==> config.mk <==
export PLATFORM = sky130hd
export DESIGN_NAME = utf8_to_codepoint_decoder_core
export DESIGN_NICKNAME = d
export VERILOG_FILES = /design/src/hw/rtl/utf8d_pkg.sv /design/src/hw/rtl/utf8_to_codepoint_decoder_core.sv /design/src/hw/rtl/utf8d_lead_decode.sv /design/src/hw/rtl/utf8d_accum.sv
export SDC_FILE = /design/constraint.sdc
export NUM_CORES = 1
export LEC_CHECK = 0
export ABC_AREA = 1
export BUFFER_PORTS_ARGS = -buffer_cell sky130_fd_sc_hd__buf_2
export CAP_MARGIN = 5
export CORE_ASPECT_RATIO = 1.1
export CORE_MARGIN = 3
export CORE_UTILIZATION = 40
export CTS_CLUSTER_DIAMETER = 30
export DETAILED_ROUTE_END_ITERATION = 8
export GPL_ROUTABILITY_DRIVEN = 0
export GPL_TIMING_DRIVEN = 0
export SYNTH_ARGS = -nofsm -noshare
export SYNTH_HDL_FRONTEND = slang
export SYNTH_SLANG_ARGS = --single-unit
==> constraint.sdc <==
create_clock -name clk_i -period 5.05 [get_ports clk_i]
set_input_delay 0.7575 -clock clk_i [delete_from_list [all_inputs] [get_ports clk_i]]
set_output_delay 0.7575 -clock clk_i [all_outputs]
set_load 0.1 [all_outputs]
==> src/hw/rtl/utf8d_pkg.sv <==
// ----------------------------------------------------------------------------
// utf8d_pkg
// Shared types and constants for the utf-8 to code point decoder.
// ----------------------------------------------------------------------------
package utf8d_pkg;

  localparam int unsigned ByteW      = 8;
  localparam int unsigned CodePointW = 32;
  localparam int unsigned CountW     = 3;
  localparam int unsigned FollowBits = 6;

  // lead byte classification
  typedef struct packed {
    logic [CountW-1:0]     followers;
    logic [FollowBits-1:0] data_mask;
  } utf8d_lead_t;

  // result handed from the accumulator to the output register
  typedef struct packed {
    logic                  emit;
    logic [CodePointW-1:0] code_point;
    logic                  cut_short;
    logic                  last;
  } utf8d_result_t;

endpackage

==> src/hw/rtl/utf8_to_codepoint_decoder_core.sv <==
// ----------------------------------------------------------------------------
// utf8_to_codepoint_decoder_core
// Decodes utf-8 bytes into code points, one byte per cycle unless stalled.
// ----------------------------------------------------------------------------
//  channel | direction | handshake              | payload
//  in      | input     | in_valid_i/in_ready_o  | in_byte_i, string_end_i
//  out     | output    | out_valid_o/out_ready_i| code_point_o, cut_short_o,
//          |           |                        | last_of_string_o
//
// one byte per cycle while the output is not stalled; a byte is registered
// on accept and decoded into the output register once that register is free
// or draining, so each result passes the byte stage, then the output register.
// reset clears the pending sequence and both valid flags.
// a stalled output holds the byte stage, and with that stage full the
// input stalls too, whether or not the waiting byte finishes a code point.
// ----------------------------------------------------------------------------
module utf8_to_codepoint_decoder_core
  import utf8d_pkg::*;
(
  input  logic                  clk_i,
  input  logic                  rst_ni,
  input  logic                  in_valid_i,
  output logic                  in_ready_o,
  input  logic [ByteW-1:0]      in_byte_i,
  input  logic                  string_end_i,
  output logic                  out_valid_o,
  input  logic                  out_ready_i,
  output logic [CodePointW-1:0] code_point_o,
  output logic                  cut_short_o,
  output logic                  last_of_string_o
);

  logic                  in_valid_q;
  logic [ByteW-1:0]      byte_q;
  logic                  last_q;
  logic                  out_valid_q, out_valid_d;
  logic [CodePointW-1:0] code_point_q;
  logic                  cut_short_q;
  logic                  last_out_q;
  logic                  advance;
  logic                  in_fire;
  utf8d_result_t         result;

  // byte stage moves on when the output register is free or draining
  assign advance    = in_valid_q && (!out_valid_q || out_ready_i);
  assign in_ready_o = !in_valid_q || advance;
  assign in_fire    = in_valid_i && in_ready_o;

  always_ff @(posedge clk_i or negedge rst_ni) begin
    if (!rst_ni) begin
      in_valid_q <= 1'b0;
    end else if (in_ready_o) begin
      in_valid_q <= in_valid_i;
    end
  end

  always_ff @(posedge clk_i) begin
    if (in_fire) begin
      byte_q <= in_byte_i;
      last_q <= string_end_i;
    end
  end

  utf8d_accum u_accum (
    .clk_i     (clk_i),
    .rst_ni    (rst_ni),
    .advance_i (advance),
    .byte_i    (byte_q),
    .last_i    (last_q),
    .result_o  (result)
  );

  always_comb begin
    out_valid_d = out_valid_q;
    if (advance) begin
      out_valid_d = result.emit;
    end else if (out_ready_i) begin
      out_valid_d = 1'b0;
    end
  end

  always_ff @(posedge clk_i or negedge rst_ni) begin
    if (!rst_ni) begin
      out_valid_q <= 1'b0;
    end else begin
      out_valid_q <= out_valid_d;
    end
  end

  always_ff @(posedge clk_i) begin
    if (advance && result.emit) begin
      code_point_q <= result.code_point;
      cut_short_q  <= result.cut_short;
      last_out_q   <= result.last;
    end
  end

  assign out_valid_o      = out_valid_q;
  assign code_point_o     = code_point_q;
  assign cut_short_o      = cut_short_q;
  assign last_of_string_o = last_out_q;

endmodule

==> src/hw/rtl/utf8d_lead_decode.sv <==
// ----------------------------------------------------------------------------
// utf8d_lead_decode
// Counts the ones below the top bit of a lead byte and builds its data mask.
// ----------------------------------------------------------------------------
module utf8d_lead_decode
  import utf8d_pkg::*;
(
  input  logic [ByteW-1:0] lead_byte_i,
  output utf8d_lead_t      lead_o
);

  logic [CountW-1:0] count;

  // leading-ones count over bits 6 down to 1, saturating at six
  always_comb begin
    if (!lead_byte_i[6]) begin
      count = CountW'(0);
    end else if (!lead_byte_i[5]) begin
      count = CountW'(1);
    end else if (!lead_byte_i[4]) begin
      count = CountW'(2);
    end else if (!lead_byte_i[3]) begin
      count = CountW'(3);
    end else if (!lead_byte_i[2]) begin
      count = CountW'(4);
    end else if (!lead_byte_i[1]) begin
      count = CountW'(5);
    end else begin
      count = CountW'(6);
    end
  end

  assign lead_o.followers = count;
  assign lead_o.data_mask = {FollowBits{1'b1}} >> count;

endmodule

==> src/hw/rtl/utf8d_accum.sv <==
// ----------------------------------------------------------------------------
// utf8d_accum
// Holds the partial value and pending byte count; folds in one byte per
// transaction and flags when a code point is complete or the string ends.
// ----------------------------------------------------------------------------
module utf8d_accum
  import utf8d_pkg::*;
(
  input  logic             clk_i,
  input  logic             rst_ni,
  input  logic             advance_i,
  input  logic [ByteW-1:0] byte_i,
  input  logic             last_i,
  output utf8d_result_t    result_o
);

  logic [CodePointW-1:0] partial_q, partial_d;
  logic [CountW-1:0]     expected_q, expected_d;
  logic [CodePointW-1:0] value;
  logic [CountW-1:0]     remaining;
  logic                  emit;
  utf8d_lead_t           lead;

  utf8d_lead_decode u_lead_decode (
    .lead_byte_i (byte_i),
    .lead_o      (lead)
  );

  always_comb begin
    if (expected_q == CountW'(0)) begin
      if (!byte_i[ByteW-1]) begin
        value     = {{(CodePointW-ByteW+1){1'b0}}, byte_i[ByteW-2:0]};
        remaining = CountW'(0);
      end else begin
        value     = {{(CodePointW-FollowBits){1'b0}},
                     byte_i[FollowBits-1:0] & lead.data_mask};
        remaining = lead.followers;
      end
    end else begin
      // upper bits fall off the top
      value     = {partial_q[CodePointW-FollowBits-1:0], byte_i[FollowBits-1:0]};
      remaining = expected_q - CountW'(1);
    end
  end

  assign emit = (remaining == CountW'(0)) || last_i;

  always_comb begin
    partial_d  = partial_q;
    expected_d = expected_q;
    if (advance_i) begin
      if (emit) begin
        partial_d  = '0;
        expected_d = '0;
      end else begin
        partial_d  = value;
        expected_d = remaining;
      end
    end
  end

  always_ff @(posedge clk_i or negedge rst_ni) begin
    if (!rst_ni) begin
      partial_q  <= '0;
      expected_q <= '0;
    end else begin
      partial_q  <= partial_d;
      expected_q <= expected_d;
    end
  end

  assign result_o.emit       = emit;
  assign result_o.code_point = value;
  assign result_o.cut_short  = (remaining != CountW'(0));
  assign result_o.last       = last_i;

endmodule

* Word level (Yosys, flattened, before mapping)
Index checks and enable logic that the tools add are counted.
** Storage, ports and cells
- Output and inout bits :: 36
- Input bits :: 13
- Register bits after elaboration :: 74
- Word-level logic and storage cells :: 38
** Operators by class
- Bitwise logic cells :: 1
- Shifts and indexed selects :: 1
- Add/subtract/negate cells :: 1
- Mux-type cells :: 14
- Reduce and logical (&&, ||, !) cells :: 12
** Operator list (count)
- 32-bit two-way mux :: 1
- 26-bit two-way mux :: 1
- 3-bit two-way mux :: 7
- 7-bit two-way mux :: 1
- 6-bit bitwise AND :: 1
- 3-bit zero test :: 2
- 6-bit by 3-bit >> shifter with 6-bit output (first input constant) :: 1
- 2-bit two-way mux :: 2
- 1-bit logical AND :: 3
- 1-bit logical OR :: 3
- 3-bit nonzero test :: 1
- 3-bit by 1-bit subtractor with 3-bit output (second input constant) :: 1
- 1-bit zero test :: 2
- 1-bit two-way mux :: 2
- 2-bit nonzero test :: 1

* Depth between registers and ports, before layout
Gate-level depths: netlist of run 1.
- Depth after elaboration :: 11
- Depth in mapped cells :: 11
- Gate-level depth less buffers :: 11

* By module
A second synthesis of run 1 with hierarchy kept.
** Second synthesis, totals
- Cells, all modules :: 300
- Area total of the unflattened synthesis :: 3193.1 um2
** By module, submodules not included
- utf8d_accum :: cells an instance 223, area an instance 1711.6 um2, seq. area each 725.7 um2, times used 1
- utf8_to_codepoint_decoder_core :: cells an instance 58, area an instance 1397.6 um2, seq. area each 1341.3 um2, times used 1
- utf8d_lead_decode :: cells an instance 19, area an instance 83.8 um2, seq. area each 0.0 um2, times used 1

* Worst setup path before layout of run 1
OpenSTA, ideal clock, no wires.
- Path kind :: flip-flop to flip-flop
- Start point :: register out_valid_q (netlist: out_valid_o)
- End point :: register byte_q[0] (enable)
- Required time :: 4.766 ns
- Cell stages (with the launch flop) :: 4
- Path buffers :: 0
- Setup time :: 0.284 ns
- Slack :: 2.344 ns
- Period minus slack after synthesis :: 2.706 ns
- Arrival time :: 2.422 ns
- Cell sequence :: dfrtp_1 nand3_1 nand2_1 inv_1
** Between the ends
- Word-level cells in the longest chain between the ends :: 5
** RTL lines
- from (decl) :: line utf8_to_codepoint_decoder_core.sv:36 : logic out_valid_q, out_valid_d;
- from (signal assigned) :: line utf8_to_codepoint_decoder_core.sv:86 : out_valid_q <= out_valid_d;
- 1-bit zero test :: line utf8_to_codepoint_decoder_core.sv:45 : assign advance = in_valid_q && (!out_valid_q || out_ready_i);
- 1-bit logical OR :: line utf8_to_codepoint_decoder_core.sv:45
- 1-bit logical AND :: line utf8_to_codepoint_decoder_core.sv:45
- 1-bit logical OR :: line utf8_to_codepoint_decoder_core.sv:46 : assign in_ready_o = !in_valid_q || advance;
- named net in_ready_o :: line utf8_to_codepoint_decoder_core.sv:23 : output logic in_ready_o,
- 1-bit logical AND :: line utf8_to_codepoint_decoder_core.sv:47 : assign in_fire = in_valid_i && in_ready_o;
- named net in_fire :: line utf8_to_codepoint_decoder_core.sv:41 : logic in_fire;
- to (signal assigned) :: line utf8_to_codepoint_decoder_core.sv:59 : byte_q <= in_byte_i;
- to (decl) :: line utf8_to_codepoint_decoder_core.sv:34 : logic [ByteW-1:0] byte_q;
The timed path passes the listed nets, and every way through them passes these cells.
A chain may end at the register's enable or synchronous reset.

* Final worst setup path of run 1
- Start point :: register u_accum.expected_q[0]
- End point :: register code_point_q[11] (netlist: code_point_o[11]) (enable)
** Between the ends
- Word-level cells in the longest chain between the ends :: 5
- Elaborated cells between the ends (all ways) :: 6
- Classes of those cells :: 1 x add/sub; 1 x mux; 4 x reduce/logical
** RTL lines
- from (decl) :: line utf8d_accum.sv:18 : logic [CountW-1:0] expected_q, expected_d;
- from (signal assigned) :: line utf8d_accum.sv:68 : expected_q <= expected_d;
- 3-bit by 1-bit subtractor with 3-bit output / 3-bit zero test (equally long branches) :: line utf8d_accum.sv:42, utf8d_accum.sv:30
- 3-bit two-way mux * :: line utf8d_accum.sv:30 : if (expected_q == CountW'(0)) begin
- 3-bit zero test * :: line utf8d_accum.sv:46 : assign emit = (remaining == CountW'(0)) || last_i;
- 1-bit logical OR * :: line utf8d_accum.sv:46
- 1-bit logical AND * :: line utf8_to_codepoint_decoder_core.sv:91 : if (advance && result.emit) begin
- to (signal assigned) :: line utf8_to_codepoint_decoder_core.sv:92 : code_point_q <= result.code_point;
- to (decl) :: line utf8_to_codepoint_decoder_core.sv:37 : logic [CodePointW-1:0] code_point_q;
Every way passes the cells marked *; elsewhere a longest branch is shown, timed or not.

==> results of run 1 <==
## cell type report
type | count | share of cell area
Clock buffer | 11 | 0.0404
Inverter | 49 | 0.0497
Multi-Input combinational cell | 156 | 0.218
Tap cell | 105 | 0.0350
Timing Repair Buffer | 49 | 0.0714
Buffer | 12 | 0.0183
Clock inverter | 5 | 0.0163
Sequential cell | 74 | 0.551
## synth_stat cells, drive strengths merged
master	count
inv	49
nor2	49
a21oi	46
edfxtp	43
nand2	37
dfrtp	31
clkbuf	9
o21ai	9
nand3	8
buf	3
ha	2
or2	2
and3	1
nand3b	1
o21a	1
## placed cells by master (no fill, tap or decap), types with 2 or more instances in the layout
cell type   count
a21oi_1        26
a21oi_2        18
a21oi_4         2
buf_2          49
buf_8           2
clkbuf_1        9
clkbuf_8       11
clkinvlp_4      3
dfrtp_1        31
edfxtp_1       43
ha_1            2
inv_1          44
inv_2           3
nand2_1        35
nand2_4         2
nand3_1         7
nor2_1         48
o21ai_0         9
## worst paths after layout
check | start | to | slack [ns]
max | u_accum.expected_q[0] | code_point_o[11] | 2.52
min | rst_ni | in_valid_q | 0.46
max reg2reg | u_accum.expected_q[0] | code_point_o[11] | 2.52
min reg2reg | last_q | last_of_string_o | 0.49
max in group asynchronous | rst_ni | u_accum.partial_q[15] | 4.12
min in group clk_i | last_q | last_of_string_o | 0.49
## state kept, by name, summed over array words and instances, names as in the netlist, 3 cells and up
signal	cells
u_accum.expected_q	3
u_accum.partial_q	26
byte_q	8
code_point_o	32
## through the flow
step           cells  utilization  hold slack [ns]  instance area (sq um)
4_1_cts          460        0.493            0.484                   3720
3_3_place_gp     444        0.465            0.488                   3510
5_1_grt          461        0.496            0.503                   3750
3_5_place_dp     444        0.465            0.466                   3510
2_1_floorplan    291            -            0.451                   3140
6_report         461        0.496            0.459                   3750
## metal layers
layer | up-vias | wire [microns]
met1 | 911 | 2600
li1 | 1055 | -
met4 | 0 | 106
met5 | - | 0
met3 | 10 | 264
met2 | 56 | 2620
## cells by family after synthesis
kind of cell | after synthesis | share of synthesized area
compound gates | 56 | 0.119
fa+ha+maj | 2 | 0.00797
simple gates | 98 | 0.134
flops | 74 | 0.658
buf+inv | 61 | 0.0813
## critical path, cell delays in order (launching register included)
cell and delay (ns):
dfrtp_1 0.37, inv_1 0.11, ha_1 0.23, nand3_1 0.13, nor2_1 0.14, nand2_1 0.09, nand2_1 0.10, nor2_2 0.05
nand3_4 0.07, nand2_4 0.11, nand2_1 0.10, clkinv_1 0.42, buf_16 0.34
==> qor.csv, run 1 <==
metric,value,unit
Vias,2032,
FF-to-FF path depth,12,
Routed Antenna Nets,0,
WP data arrival,2.62,ns
PostCTS Resize Cnt,0,
setup tns final,0,ns
Slew HR,0.466,
DRC viols,0,
M1 GR Usage,0.165,
Overflow after GRT,0,
CTS buffer count,9,
post-synth cell types,24,
DP Wirelength,3730,microns
clk sinks,74,
total routed wirelength,5590,microns
"Max FO, Critical Path",26,
CP Launch Type,register,
FF+latch area,0.00207,sq mm
# diodes,0,
later-pin clock latency in the skew report,0.35,ns
Final #Nets,366,
Tcrit/Tclk final,0.501,
final-report max-slew violation count,0,
Placeable Area,0.00756,sq mm
post-synth top area cell,edfxtp_1,
top-area cell type share of the netlist area,0.411,
Area Growth Syn to Fin,19.5,%
worst min-delay path category,in -> async,
"Hold Vio Cnt, Final",0,
multi-input logic area,817,sq um
WL/cell,12.1,microns
Max clock buf depth,2,
post-synthesis sequential area ratio,0.658,
die width,90.5,microns
Worst EP required,5.14,ns
DR vias/cell,4.41,
Yosys reg bits,74,
share of cells above drive strength 1,0.270,
clk root buf,clkbuf_8,
initial antenna violation count,0,
crit path kind,reg -> reg,
CTS H-tree lvls,3,
Syn Area/Cell,10.8,sq um
gr usage total,0.133,
CTS tree,yes,
Achievable Freq,395,MHz
DRT Pass-1 Iters,4,
syn_nets,306,
fillers,716,
CP endpoint kind,register,
IO Count,49,
Syn Std Cell Area,0.00314,sq mm
Mapped Cells,291,
Port Buffers,48,
met3 usage,0.0321,
global routing usage on met2,0.215,
die area,0.00895,sq mm
Initial Util,0.415,
setup bufs post-CTS,0,
GRT Max-Usage Layer,met2,
synth top area cells,"edfxtp_1 41%, dfrtp_1 25%, nor2_1 5.7%",
Place WS,1.88,ns
status,completed,
vias in the first global route,1941,
Initial DRC Count,90,
first-pass GRT wire length,9250,microns
Final WS setup,2.52,ns
Max Cap Violations,0,
RSZ-0062 raised after global routing,false,
YS warnings,0,
largest net degree at the start of global routing,35,
final setup fails,0,
DIE HEIGHT,98.9,microns
Worst-path clk slew,0.08,ns
Rows,33,
Clock Skews,0.0101,ns
cts-stage hold buffer count,0,
Final min period,2.53,ns
Worst Tran Pin Value,0.800,ns
Power of run 1 is left out: the tool's default activity adds up to more than one toggle a clock period on the data nets, which glitch-free logic cannot reach.
==> run 2: changes to the inputs <==
==> constraint.sdc (replaced) <==
create_clock -name clk_i -period 2.46 [get_ports clk_i]
set_input_delay 0.369 -clock clk_i [delete_from_list [all_inputs] [get_ports clk_i]]
set_output_delay 0.369 -clock clk_i [all_outputs]
set_load 0.1 [all_outputs]
==> qor.csv, run 2 (same netlist as run 1, synthesis figures left out) <==
metric,value,unit,change
Max Cap Violations,0,,unchanged
CTS H-tree lvls,3,,unchanged
Achievable Freq,446,MHz,+13%
clk root buf,clkbuf_8,,
total routed wirelength,5880,microns,+5.3%
"Hold Vio Cnt, Final",0,,unchanged
Vias,2098,,+3.2%
final instance area,0.00379,sq mm,+0.97%
crit path kind,reg -> reg,,
RSZ-0062 raised after global routing,false,,
cts-stage hold buffer count,0,,unchanged
Max clock buf depth,2,,unchanged
Rows,33,,unchanged
Routed Antenna Nets,0,,unchanged
Fin Hold WS,0.0581,ns,-0.401 ns
multi-input logic area,825,sq um,+0.92%
clk sinks,74,,unchanged
Worst Tran Pin Value,0.826,ns,+0.0253 ns
worst min-delay path category,in -> async,,
WL/cell,12.6,microns,+4.1%
gr usage total,0.143,,+0.0102
Area Growth Syn to Fin,20.6,%,
Initial Util,0.415,,unchanged
"commonest non-fill, non-tap cell in the layout",buf_2,,
Critical Path Start,u_accum.expected_q[0],,
CTS buffer count,9,,unchanged
Worst-path clk slew,0.08,ns,about the same
initial antenna violation count,0,,unchanged
later-pin clock latency in the skew report,0.35,ns,about the same
first-pass GRT wire length,9920,microns,+7.2%
vias in the first global route,2000,,+3.0%
max FFs per register,32,,unchanged
Final #Nets,371,,+1.4%
CP endpoint kind,register,,
IO Count,49,,unchanged
Final min period,2.24,ns,-0.287 ns
Tcrit/Tclk final,0.912,,+0.411
FF-to-FF End,code_point_o[21],,
Area after DPL,0.00352,sq mm,+0.29%
"Max FO, Critical Path",13,,-50%
CP Launch Type,register,,
R2R setup slack,0.22,ns,-2.30 ns
Initial DRC Count,129,,+43%
DRC viols,0,,unchanged
Placeable Area,0.00756,sq mm,unchanged
worst reg2reg startpoint,u_accum.expected_q[0],,
share of cells above drive strength 1,0.288,,+0.0184
final-report max-slew violation count,0,,unchanged
die area,0.00895,sq mm,unchanged
DP Wirelength,3810,microns,+2.2%
DRT Pass-1 Iters,4,,unchanged
final setup fails,0,,unchanged
most frequent cells in the layout,"49 x buf_2, 48 x nor2_1, 44 x inv_1, 43 x edfxtp_1, 34 x nand2_1",,
Critical Path Sink,code_point_o[21],,
Port Buffers,48,,unchanged
largest net degree at the start of global routing,32,,-8.6%
Clock Skews,0.00690,ns,-0.00320 ns
DIE HEIGHT,98.9,microns,unchanged
# diodes,0,,unchanged
DR vias/cell,4.50,,+2.1%
CTS tree,yes,,
fillers,700,,-2.2%
WP data arrival,2.29,ns,-0.33 ns
Slew HR,0.450,,-0.0169
FF+latch area,0.00207,sq mm,about the same
FF-to-FF path depth,12,,unchanged
die width,90.5,microns,unchanged
Worst EP required,2.50,ns,-2.64 ns
status,completed,,
Overflow after GRT,0,,unchanged
==> run 2: per-layer routing <==
layer  vias up  routed length (microns)  share of wire  track usage
met5         -                        0              0            0
met4         0                      118          0.020       0.0766
met3        12                      229          0.039       0.0290
met2        47                     2850           0.49        0.225
met1       965                     2680           0.46        0.187
li1       1074                        -              -            -
==> run 2: how the worst min path moves through the flow <==
| stage | end | slack (ns) | cells past startpoint |
|---|---|---|---|
| after floorplan | in_valid_q | 0.07 | 0 |
| after global placement | in_valid_q | 0.46 | 1 |
| after detailed placement | in_valid_q | 0.47 | 1 |
| after CTS | in_valid_q | 0.09 | 1 |
| after global routing | in_valid_q | 0.12 | 1 |
| final | in_valid_q | 0.06 | 1 |
==> run 2: timing repair <==
action / CTS / global route
gates resized for setup: 1 / 1
buffers inserted: 5 / 0
endpoints found under the setup margin: 34 / 28
cloned: 1 / 0
==> run 2: final cells by class <==
class	count	area share
clock inverters	5	0.0205
clock buffers	11	0.0373
inverters	49	0.0502
repair inverters	1	0.00198
repair buffers	53	0.0733
multi-input cells	156	0.218
well taps	105	0.0347
flip-flops and latches	74	0.546
plain buffers	12	0.0182
==> run 2: through the flow <==
stage           util  setup TNS [ns]  worst slack (ns)  instances
2_1_floorplan      -               0             0.238        291
3_3_place_gp   0.466           -6.47            -0.193        444
3_5_place_dp   0.466           -7.31            -0.218        444
4_1_cts        0.501               0             0.119        466
5_1_grt        0.501               0            0.0362        466
6_report       0.501               0             0.217        466
==> run 2: critical path, cell delays in order, from the launching register on <==
cell,delay (ns)
dfrtp_1,0.36
inv_1,0.11
ha_1,0.23
nand2_4,0.08
inv_4,0.12
or2_0,0.12
nand2_1,0.08
nor2_2,0.13
nand3_4,0.10
nand2_4,0.15
nand2_2,0.14
clkinvlp_4,0.12
buf_4,0.21
Power of run 2 is left out for the same reason.
==> run 3: changes to the inputs <==
--- a/config.mk
+++ b/config.mk
@@ -5,7 +5,6 @@
 export SDC_FILE = /design/constraint.sdc
 export NUM_CORES = 1
 export LEC_CHECK = 0
-export ABC_AREA = 1
 export BUFFER_PORTS_ARGS = -buffer_cell sky130_fd_sc_hd__buf_2
 export CAP_MARGIN = 5
 export CORE_ASPECT_RATIO = 1.1
==> qor.csv, run 3 <==
metric,value,unit,change
"Max FO, Critical Path",10,,-3
Post-Layout Cell Count,337,,-28%
Max clock buf depth,2,,unchanged
Initial DRC Count,88,,-32%
post-synthesis mux area share,0.00700,,+0.00700
CTS buffer count,9,,unchanged
DP Wirelength,3500,microns,-8.0%
gr usage total,0.142,,-0.00115
Max stage delay on crit path,0.43,ns,+0.07 ns
share of cells above drive strength 1,0.278,,-0.00966
DR vias/cell,5.09,,+13%
fillers,631,,-9.9%
simple logic cell fraction of the synthesized area,0.108,,-0.0260
top sig layer,met4,,
met3 wire length,251,microns,+9.6%
Tcrit/Tclk final,0.930,,+0.0186
largest net degree at the start of global routing,32,,unchanged
Placeable Area,0.00675,sq mm,-11%
Worst-path clk slew,0.07,ns,about the same
post-synth cell types,31,,+29%
Syn Area/Cell,15.1,sq um,+40%
synth top area cells,"edfxtp_1 45%, dfrtp_1 27%, a22o_1 8.3%",,
Overflow after GRT,0,,unchanged
"top cells by count, synth","43 x edfxtp_1, 31 x dfrtp_1, 29 x and2_1, 27 x a22o_1, 8 x nand2_1",,
Yosys reg bits,74,,unchanged
Post-synth ARST share,0.419,,unchanged
"count leader, synth",edfxtp_1,,
cell chain of the critical path,inv_1 > ha_1 > nand2b_1 > clkbuf_1 > a21oi_1 > a21o_2 > and2_2,,
max FFs per register,32,,unchanged
top-area cell type share of the netlist area,0.451,,+0.0399
Post-Synth XOR/XNOR Area,0,,unchanged
IO Count,49,,unchanged
WP data arrival,2.37,ns,+0.08 ns
CTS tree,yes,,
CTS H-tree lvls,3,,unchanged
Final min period,2.29,ns,+0.0457 ns
clk root buf,clkbuf_8,,
DIE HEIGHT,94.7,microns,-4.3%
"Hold Vio Cnt, Final",0,,unchanged
post-synth top area cell,edfxtp_1,,
met2 WL,2670,microns,-6.3%
FF-to-FF path depth,7,,-5
Rows,31,,-6.1%
Worst Tran Pin Value,0.700,ns,-0.126 ns
Placed Cells,319,,-28%
DRT Pass-1 Iters,4,,unchanged
setup bufs post-CTS,0,,-5
WL met1,2380,microns,-11%
Util after Layout,0.503,,+0.00172
Clock Skews,0.00778,ns,+0.000880 ns
RSZ-0062 raised after global routing,false,,
final setup fails,0,,unchanged
WL/cell,16.1,microns,+27%
Worst EP required,2.54,ns,+0.04 ns
Achievable Freq,437,MHz,-2.0%
R2R setup slack,0.17,ns,-0.05 ns
highest-delay cell along the critical path,dfrtp_1,,
Mapped Cells,189,,-35%
Max Cap Violations,0,,unchanged
"commonest non-fill, non-tap cell in the layout",buf_2,,
worst min-delay path category,in -> async,,
worst reg2reg startpoint,u_accum.expected_q[0],,
number of synthesized flops with an enable pin,43,,unchanged
crit path kind,reg -> reg,,
DRC viols,0,,unchanged
Routed Antenna Nets,0,,unchanged
Slew HR,0.533,,+0.0839
post-synthesis compound-gate area fraction,0.135,,+0.0159
CP endpoint kind,register,,
Vias,1714,,-18%
later-pin clock latency in the skew report,0.33,ns,-0.02 ns
# diodes,0,,unchanged
Syn Std Cell Area,0.00286,sq mm,-8.8%
syn_nets,204,,-33%
most frequent cells in the layout,"48 x buf_2, 43 x edfxtp_1, 30 x dfrtp_1, 28 x and2_1, 27 x a22o_1",,
CP Launch Type,register,,
Initial Util,0.424,,+0.00852
post-synthesis sequential area ratio,0.722,,+0.0639
vias in the first global route,1709,,-15%
initial antenna violation count,0,,unchanged
main combinational cell family by area after synthesis,compound AO/OA/AOI/OAI gates,,
YS warnings,0,,unchanged
Port Buffers,48,,unchanged
setup tns final,0,ns,unchanged
die width,86.6,microns,-4.2%
Area Growth Syn to Fin,18.6,%,
Final #Nets,265,,-29%
main flop type after synthesis,edfxtp_1,,
total routed wirelength,5420,microns,-8.0%
first-pass GRT wire length,8600,microns,-13%
status,completed,,
FF-to-FF End,code_point_o[0],,
die area,0.00821,sq mm,-8.3%
post-synthesis adder-cell area fraction,0.00875,,+0.000774
clk sinks,74,,unchanged
final-report max-slew violation count,0,,unchanged
## run 3: cell types whose count changed after synthesis, sizes merged, moves of 3 or more
| cell | before | now |
|---|---|---|
| nor2 | 49 | 2 |
| inv | 49 | 5 |
| a21oi | 46 | 5 |
| and2 | 0 | 29 |
| nand2 | 37 | 8 |
| a22o | 0 | 27 |
| nand3 | 8 | 1 |
| o21ai | 9 | 2 |
| nand2b | 0 | 5 |
| clkbuf | 9 | 6 |
| nor2b | 0 | 3 |
## run 3: cell type report
type / instances / area (sq um) / share of cell area
buffer: 7 / 33.8 / 0.00995
clock buffer: 13 / 149 / 0.0439
clock inverter: 3 / 16.3 / 0.00479
inverter: 5 / 18.8 / 0.00553
multi-input combinational: 105 / 766 / 0.226
sequential: 74 / 2070 / 0.609
tap: 82 / 103 / 0.0302
timing repair buffer: 48 / 240 / 0.0708
## run 3: stage by stage
| step | area, sq um | setup WS, ns | hold WS [ns] |
|---|---|---|---|
| global route | 3390 | 0.00950 | 0.124 |
| finish | 3390 | 0.172 | 0.0781 |
| detailed placement | 3210 | -0.346 | 0.475 |
| floorplan | 2860 | 0.108 | 0.0734 |
| global placement | 3210 | -0.291 | 0.465 |
| CTS | 3380 | 0.0269 | 0.103 |
## run 3: logic make-up (layout without fill, tap and decap cells)
group           Yosys count  in the layout
simple gates             52             55
compound gates           46             46
fa+ha+maj                 2              2
buf+inv                  13             76
mux                       2              2
flops                    74             74
## run 3: repair_timing
action	in CTS	in global routing
gates cloned	1	2
pin swaps	0	0
hold buffers	0	0
gates resized for setup	2	1
endpoints found under the setup margin	34	34
## run 3: how the worst max path moves through the flow
stage	startpoint	endpoint	slack [ns]
2_1_floorplan	u_accum.expected_q[0]	code_point_o[0]	0.11
3_3_place_gp	u_accum.expected_q[0]	code_point_o[25]	-0.29
3_5_place_dp	u_accum.expected_q[0]	code_point_o[31]	-0.35
4_1_cts	u_accum.expected_q[0]	code_point_o[22]	0.03
5_1_grt	u_accum.expected_q[0]	code_point_o[0]	0.009
6_report	u_accum.expected_q[0]	code_point_o[0]	0.17
## run 3: layer usage
metal / global-route usage / up-vias
met5: 0 / -
met4: 0.0701 / 0
met3: 0.0323 / 10
met2: 0.228 / 45
met1: 0.180 / 836
li1: - / 823
## run 3: worst max-delay path: cells and delay by family (launching register included)
family / cells / cell delay, ns
and+or+nand+nor: 2 / 0.37
adders and majority gates: 1 / 0.26
buffers and inverters: 2 / 0.47
AOI/OAI and AO/OA: 2 / 0.50
DFF: 1 / 0.43
Power of run 3 is left out for the same reason.
